## src/psx_pkg.sv

```systemverilog
package psx_pkg;

    // Port pins on the parallel data byte.
    localparam logic [7:0] PIN_CMD = 8'h01;
    localparam logic [7:0] PIN_SEL = 8'h02;
    localparam logic [7:0] PIN_CLK = 8'h04;
    localparam logic [7:0] PIN_PWR = 8'hf8;

    localparam logic [7:0] DRIVE_IDLE = PIN_CLK | PIN_SEL | PIN_PWR;

    localparam logic [7:0] CMD_START = 8'h01;
    localparam logic [7:0] CMD_POLL  = 8'h42;
    localparam logic [7:0] CMD_NONE  = 8'h00;
    localparam logic [7:0] ACK_BYTE  = 8'h5a;
    localparam logic [7:0] LINE_INV  = 8'h80;

    localparam logic [3:0] TYPE_DIGITAL = 4'd4;
    localparam logic [3:0] TYPE_ANALOG  = 4'd7;

    localparam logic [2:0] PAD_SLOT_NONE = 3'd5;

    typedef struct packed {
        logic [3:0] device_type;
        logic       report_valid;
        logic [7:0] buttons;
    } report_t;

    typedef struct packed {
        logic [7:0] port_data;
        logic       busy_res;
        logic       done_res;
        report_t    report;
    } step_res_t;

endpackage

```

## src/psx_pad_poll_sequencer_top.sv

```systemverilog
// Channel   Direction  Handshake           Beat contents
// s_        in         s_valid / s_ready   port_status, start_req (one delay tick)
// m_        out        m_valid / m_ready   port_data, busy/done, device_type, report, pad_index
// cfg_      in         cfg_valid/cfg_ready pad_mask write data
//
// Each input beat is one tick of the pad protocol and yields exactly one result beat.
// A beat passes an input register, then the sequencer step, then the result register,
// and one beat per cycle is sustained while m_ready stays high.
// Reset (aresetn low at a clock edge) empties both registers and returns the
// sequencer to idle with pad_mask cleared. A stalled m_ready holds the result register
// and, once the input register is full too, drops s_ready; cfg_ready is always high.
module psx_pad_poll_sequencer_top (
    input  logic       aclk,
    input  logic       aresetn,
    input  logic       s_valid,
    output logic       s_ready,
    input  logic [7:0] s_port_status,
    input  logic       s_start_req,
    output logic       m_valid,
    input  logic       m_ready,
    output logic [7:0] m_port_data,
    output logic       m_busy_res,
    output logic       m_done_res,
    output logic [3:0] m_device_type,
    output logic       m_report_valid,
    output logic [7:0] m_buttons,
    output logic [2:0] m_pad_index,
    input  logic       cfg_valid,
    output logic       cfg_ready,
    input  logic [7:0] cfg_data
);
    import psx_pkg::*;

    logic       in_vld_reg;
    logic [7:0] in_status_reg;
    logic       in_start_reg;
    logic       out_vld_reg;
    step_res_t  out_res_reg;
    logic [2:0] out_slot_reg;
    logic [7:0] mask_reg;
    logic       step_en;
    step_res_t  step_res;
    logic [2:0] slot;

    assign step_en   = in_vld_reg && (!out_vld_reg || m_ready);
    assign s_ready   = !in_vld_reg || step_en;
    assign cfg_ready = 1'b1;

    // Pad slot of the first enabled mask bit in the priority order 6, 7, 5, 4, 3.
    always_comb begin
        if (mask_reg[6]) begin
            slot = 3'd0;
        end else if (mask_reg[7]) begin
            slot = 3'd1;
        end else if (mask_reg[5]) begin
            slot = 3'd2;
        end else if (mask_reg[4]) begin
            slot = 3'd3;
        end else if (mask_reg[3]) begin
            slot = 3'd4;
        end else begin
            slot = PAD_SLOT_NONE;
        end
    end

    always_ff @(posedge aclk) begin
        if (!aresetn) begin
            mask_reg <= 8'h00;
        end else if (cfg_valid && cfg_ready) begin
            mask_reg <= cfg_data;
        end
    end

    always_ff @(posedge aclk) begin
        if (!aresetn) begin
            in_vld_reg <= 1'b0;
        end else if (s_ready) begin
            in_vld_reg <= s_valid;
        end
    end

    always_ff @(posedge aclk) begin
        if (s_valid && s_ready) begin
            in_status_reg <= s_port_status;
            in_start_reg  <= s_start_req;
        end
    end

    psx_seq_core u_core (
        .aclk        (aclk),
        .aresetn     (aresetn),
        .step_en     (step_en),
        .port_status (in_status_reg),
        .start_req   (in_start_reg),
        .pad_mask    (mask_reg),
        .res         (step_res)
    );

    always_ff @(posedge aclk) begin
        if (!aresetn) begin
            out_vld_reg <= 1'b0;
        end else if (step_en) begin
            out_vld_reg <= 1'b1;
        end else if (m_ready) begin
            out_vld_reg <= 1'b0;
        end
    end

    always_ff @(posedge aclk) begin
        if (step_en) begin
            out_res_reg  <= step_res;
            out_slot_reg <= slot;
        end
    end

    assign m_valid        = out_vld_reg;
    assign m_port_data    = out_res_reg.port_data;
    assign m_busy_res     = out_res_reg.busy_res;
    assign m_done_res     = out_res_reg.done_res;
    assign m_device_type  = out_res_reg.report.device_type;
    assign m_report_valid = out_res_reg.report.report_valid;
    assign m_buttons      = out_res_reg.report.buttons;
    assign m_pad_index    = out_slot_reg;

    // The end of a packet always leaves the sequencer idle with select raised.
    a_done_idle: assert property (@(posedge aclk) disable iff (!aresetn)
        (m_valid && m_done_res) |-> (!m_busy_res && (m_port_data == DRIVE_IDLE)))
        else $error("done beat not idle");

    // A report only comes with the end of a packet.
    a_report_done: assert property (@(posedge aclk) disable iff (!aresetn)
        (m_valid && m_report_valid) |-> m_done_res)
        else $error("report without done");

    // Buttons are zero unless a report is given.
    a_buttons_zero: assert property (@(posedge aclk) disable iff (!aresetn)
        (m_valid && !m_report_valid) |-> (m_buttons == 8'h00))
        else $error("buttons without report");

    // A stepped beat is always captured in the result register.
    a_step_out: assert property (@(posedge aclk) disable iff (!aresetn)
        step_en |=> out_vld_reg)
        else $error("result lost");

endmodule

```

## src/psx_btn_decode.sv

```systemverilog
module psx_btn_decode (
    input  logic            done,
    input  logic [7:0]      id_byte,
    input  logic [7:0]      first_data,
    output psx_pkg::report_t report
);
    import psx_pkg::*;

    logic [3:0] dev_type;
    logic       is_valid;
    logic [7:0] pressed;

    // The pad reports buttons active low.
    always_comb begin
        dev_type = id_byte[7:4];
        is_valid = done && ((dev_type == TYPE_DIGITAL) || (dev_type == TYPE_ANALOG));
        pressed  = 8'h00;
        if (is_valid) begin
            pressed[0] = ~first_data[3];
            pressed[1] = ~first_data[0];
            pressed[2] = ~first_data[7];
            pressed[3] = ~first_data[5];
            pressed[4] = ~first_data[6];
            pressed[5] = ~first_data[4];
            if (dev_type == TYPE_ANALOG) begin
                pressed[6] = ~first_data[2];
                pressed[7] = ~first_data[1];
            end
        end
        report.device_type  = done ? dev_type : 4'd0;
        report.report_valid = is_valid;
        report.buttons      = pressed;
    end

endmodule

```

## src/psx_seq_core.sv

```systemverilog
module psx_seq_core (
    input  logic                aclk,
    input  logic                aresetn,
    input  logic                step_en,
    input  logic [7:0]          port_status,
    input  logic                start_req,
    input  logic [7:0]          pad_mask,
    output psx_pkg::step_res_t  res
);
    import psx_pkg::*;

    typedef enum logic [4:0] {
        PH_IDLE     = 5'b00001,
        PH_SELECT   = 5'b00010,
        PH_DESELECT = 5'b00100,
        PH_HEADER   = 5'b01000,
        PH_DATA     = 5'b10000
    } phase_t;

    phase_t     phase_reg, phase_next;
    logic [2:0] bit_cnt_reg, bit_cnt_next;
    logic [4:0] byte_cnt_reg, byte_cnt_next;
    logic       half_reg, half_next;
    logic [7:0] shift_reg, shift_next;
    logic [7:0] id_reg, id_next;
    logic [7:0] first_reg, first_next;

    logic [7:0] drive;
    logic       done;
    logic [7:0] cmd_byte;
    logic       cmd_bit;
    logic [5:0] len2;
    logic [4:0] byte_inc;

    // Command bit for the next low-clock tick, taken from the updated counters.
    always_comb begin
        cmd_byte = CMD_NONE;
        if (phase_next == PH_HEADER) begin
            if (byte_cnt_next == 5'd0) begin
                cmd_byte = CMD_START;
            end else if (byte_cnt_next == 5'd1) begin
                cmd_byte = CMD_POLL;
            end
        end
        cmd_bit = cmd_byte[bit_cnt_next];
    end

    assign len2     = {1'b0, id_reg[3:0], 1'b0};
    assign byte_inc = byte_cnt_reg + 5'd1;

    always_comb begin
        phase_next    = phase_reg;
        bit_cnt_next  = bit_cnt_reg;
        byte_cnt_next = byte_cnt_reg;
        half_next     = half_reg;
        shift_next    = shift_reg;
        id_next       = id_reg;
        first_next    = first_reg;
        drive         = DRIVE_IDLE;
        done          = 1'b0;

        case (phase_reg)
            PH_IDLE: begin
                if (start_req && (pad_mask != 8'h00)) begin
                    phase_next    = PH_SELECT;
                    bit_cnt_next  = 3'd0;
                    byte_cnt_next = 5'd0;
                    half_next     = 1'b0;
                    shift_next    = 8'h00;
                    id_next       = 8'h00;
                    first_next    = 8'hff;
                end
            end
            PH_SELECT: begin
                drive      = PIN_CLK | PIN_PWR;
                phase_next = PH_DESELECT;
            end
            PH_DESELECT: begin
                phase_next    = PH_HEADER;
                bit_cnt_next  = 3'd0;
                byte_cnt_next = 5'd0;
                half_next     = 1'b0;
                shift_next    = 8'h00;
                drive         = (cmd_bit ? PIN_CMD : 8'h00) | PIN_PWR;
            end
            PH_HEADER, PH_DATA: begin
                if (!half_reg) begin
                    if (((port_status ^ LINE_INV) & pad_mask) != 8'h00) begin
                        shift_next[bit_cnt_reg] = 1'b1;
                    end
                    half_next = 1'b1;
                    drive     = (cmd_bit ? PIN_CMD : 8'h00) | PIN_PWR | PIN_CLK;
                end else begin
                    half_next = 1'b0;
                    if (bit_cnt_reg != 3'd7) begin
                        bit_cnt_next = bit_cnt_reg + 3'd1;
                    end else begin
                        shift_next   = 8'h00;
                        bit_cnt_next = 3'd0;
                        // A whole byte has been clocked in.
                        if (phase_reg == PH_HEADER) begin
                            if (byte_cnt_reg == 5'd0) begin
                                byte_cnt_next = 5'd1;
                            end else if (byte_cnt_reg == 5'd1) begin
                                id_next       = shift_reg;
                                byte_cnt_next = 5'd2;
                            end else if (shift_reg != ACK_BYTE) begin
                                id_next = 8'h00;
                                done    = 1'b1;
                            end else if (len2 == 6'd0) begin
                                done = 1'b1;
                            end else begin
                                phase_next    = PH_DATA;
                                byte_cnt_next = 5'd0;
                            end
                        end else begin
                            if (byte_cnt_reg == 5'd0) begin
                                first_next = shift_reg;
                            end
                            byte_cnt_next = byte_inc;
                            done = ({1'b0, byte_inc} >= len2);
                        end
                        if (done) begin
                            phase_next = PH_IDLE;
                        end
                    end
                    if (!done) begin
                        drive = (cmd_bit ? PIN_CMD : 8'h00) | PIN_PWR;
                    end
                end
            end
            default: begin
                phase_next = PH_IDLE;
            end
        endcase
    end

    always_ff @(posedge aclk) begin
        if (!aresetn) begin
            phase_reg    <= PH_IDLE;
            bit_cnt_reg  <= 3'd0;
            byte_cnt_reg <= 5'd0;
            half_reg     <= 1'b0;
            shift_reg    <= 8'h00;
            id_reg       <= 8'h00;
            first_reg    <= 8'hff;
        end else if (step_en) begin
            phase_reg    <= phase_next;
            bit_cnt_reg  <= bit_cnt_next;
            byte_cnt_reg <= byte_cnt_next;
            half_reg     <= half_next;
            shift_reg    <= shift_next;
            id_reg       <= id_next;
            first_reg    <= first_next;
        end
    end

    psx_btn_decode u_decode (
        .done       (done),
        .id_byte    (id_next),
        .first_data (first_next),
        .report     (res.report)
    );

    assign res.port_data = drive;
    assign res.busy_res  = (phase_next != PH_IDLE);
    assign res.done_res  = done;

endmodule

```

## config.mk

```make
export PLATFORM = sky130hd
export DESIGN_NAME = psx_pad_poll_sequencer_top
export DESIGN_NICKNAME = d
export VERILOG_FILES = /design/src/psx_pkg.sv /design/src/psx_pad_poll_sequencer_top.sv /design/src/psx_btn_decode.sv /design/src/psx_seq_core.sv
export SDC_FILE = /design/constraint.sdc
export NUM_CORES = 1
export LEC_CHECK = 0
export BUFFER_PORTS_ARGS = -buffer_cell sky130_fd_sc_hd__buf_2
export CORE_MARGIN = 4
export CORE_UTILIZATION = 47
export CTS_BUF_LIST = sky130_fd_sc_hd__clkbuf_4 sky130_fd_sc_hd__clkbuf_8
export DETAILED_ROUTE_END_ITERATION = 8
export HOLD_SLACK_MARGIN = 0.08
export PLACE_DENSITY = 0.77
export SYNTH_ARGS = -nofsm -noshare
export SYNTH_HDL_FRONTEND = slang
export SYNTH_SLANG_ARGS = --single-unit
```

## constraint.sdc

```tcl
create_clock -name aclk -period 2.86 [get_ports aclk]
set_input_delay 0.143 -clock aclk [delete_from_list [all_inputs] [get_ports aclk]]
set_output_delay 0.143 -clock aclk [all_outputs]
set_load 0.01 [all_outputs]
```

==> reports/metrics.yaml <==
outcome: "complete, no violations"
worstSetupEndpointType: "register"
synth_flop_cell: "dfxtp_1"
yosysWarningCount: 0
synthToLayoutAreaGrowth_pct: 21.1
grtUsageTotal_pct: 20.4
synth_area_um2: 3860
clockBufferDepth: 2
drt_iter0_markers: 292
layout_commonest_cell: "dfxtp_1"
layout_common_cells: "dfxtp_1 (47), nor2_1 (44), buf_2 (44)"
die_y_um: 98.7
die_area_um2: 9730
cts.sinks: 78
power.leakage_uw: 0.00175
fillers: 665
port_buffers: 44
root_buffer: "clkbuf_8"
ys_ff_latch: 78
finalHoldViolCount: 0
grt_pass1_wl_um: 15900
synth.distinct_cells: 61
worstMarginPinSlew_ps: 608
ios: 51
h-tree-depth: 3
ant_nets: 0
grt-ovfl-total: 0
setup_viol: 0
insertion_delay_ps: 360
avgSynthCellArea_um2: 9.49
gp_congestion: 0.889
finalClockSkew_ps: 9.51
hp-class: "in2reg"
crit_type: "reg2reg"
tns_ps: 0
drc_errors: 0
synth_area_leaders: "dfxtp_1 (25%), edfxtp_1 (23%), a21oi_1 (4.4%), nor2_1 (4.3%), nand2_1 (3.4%)"
yosysTopAreaCell: "dfxtp_1"
yosysSeqAreaShare_pct: 48.2
synthDominantCellAreaShare_pct: 24.9
max_cap_viol_count: 0
row_count: 32
start_util_pct: 49.2
totalWireLength_um: 9830
via_per_inst: 5.77
netlist_instances: 407
vdd_drop_max_uv: 220
multi_input_area_um2: 1880
grt_pass1_vias: 3233
die_width_um: 98.7
clk_transition_reported_paths_ps: 80
total_power_uw: 2350
start_kind: "register"
arrival_ps: 2880
crit_path_max_fanout: 7
worstPathRequired_ps: 3040
maxSlewViolCount: 0
drive_above_1_share_pct: 22.0
grt_max_degree: 24
fin_crit_ps: 2700
dr.pass1.iters: 5
routedWlPerCell_um: 16.9
async_reset_ff_share_pct: 0
diodes: 0
fin_crit_sh_pct: 94.4
cts_tree: "built"
fmax_mhz: 370
relSlewSlack_pct: 59.2
cts_buffers: 9
synth_edf_count: 30
dp_hpwl_um: 6320
regArea_um2: 1860
antenna_found_initial: 0
p_per_area_nw_per_um2: 503
nNetsFinal: 504
vias: 3349
coreArea_um2: 7850
## through the flow
stage	instances	instance area (um2)	hold WS [ps]	worst slack, ps	util, %
floorplan	412	3880	242	459	-
global placement	542	4180	322	239	53.3
detailed placement	542	4180	322	109	53.3
CTS	577	4600	165	89.1	58.6
global route	580	4680	186	-39.2	59.6
finish	580	4680	182	159	59.6
## cell usage after synthesis, types with 6 or more instances
library cell  instances
o21ai_0              10
buf_4                 7
nand2_1              35
edfxtp_1             30
nand3_1              12
dfxtp_1              48
o22ai_1              10
nor2b_1              14
nor2_1               44
clkbuf_1             16
nor4_1                9
inv_1                11
nor3_1                6
ha_1                  9
mux2_2                6
mux2i_1               8
a22oi_1               6
a21oi_1              34
## layer usage
layer,up-vias,routed length (um),part of all wire [%],track usage [%]
met2,137,4690,48,32.0
li1,1598,-,-,-
met5,-,0,0,0
met3,24,701,7.1,5.66
met4,0,297,3.0,10.7
met1,1590,4140,42,25.6
## final cells by class
class	count	area share [%]
multi-input combinational	292	40.2
sequential	78	39.8
timing repair buffer	79	11.3
clock buffer	11	3.10
tap	102	2.73
clock inverter	5	1.76
inverter	13	1.04
## logic make-up (layout without fill, tap and decap cells)
family	after synthesis	count (layout)	share of synthesized area [%]
flops	78	78	48.2
simple gates	157	157	21.6
xor+xnor	6	6	1.36
compound gates	100	100	16.9
other cells	1	6	0.0971
buf+inv	42	108	5.12
mux	14	14	3.82
fa+ha+maj	9	9	2.91
## timing repair
item,in CTS,in global routing
endpoints found under the setup margin,0,8
gates resized for setup,0,12
hold buffers,19,0
endpoints found under the hold margin,19,0
buffers inserted,0,3
## report_power, final
| part | total, uW | switching, uW | internal, uW |
|---|---|---|---|
| Combinational | 203 | 118 | 84.8 |
| Clock | 934 | 406 | 528 |
| Sequential | 1220 | 27.0 | 1190 |
## worst max-delay path: stages (launching register included)
cell,delay [ps]
dfxtp_1,410
ha_2,240
nand3_1,90
xnor2_1,180
ha_1,320
o211ai_1,80
a31oi_1,140
o21ai_0,130
a21o_1,290
nor2_4,190
nand3_4,140
nor4_1,310
## path summary, 6_finish.rpt
path | startpoint | to | slack [ps] | depth (start not counted)
setup / recovery | u_core.byte_cnt_reg[1]$_SDFFE_PN0P_ | m_buttons[1]$_SDFFCE_PN0P_ | 160 | 11
hold reg to reg | u_core.id_reg[7]$_SDFFE_PN0P_ | u_core.id_reg[7]$_SDFFE_PN0P_ | 470 | 2
hold / removal | aresetn | u_core.first_reg[6]$_SDFFE_PN1P_ | 180 | 2
setup reg to reg | u_core.byte_cnt_reg[1]$_SDFFE_PN0P_ | m_buttons[1]$_SDFFCE_PN0P_ | 160 | 11
Note: power is estimated with default switching activity, not from simulation.
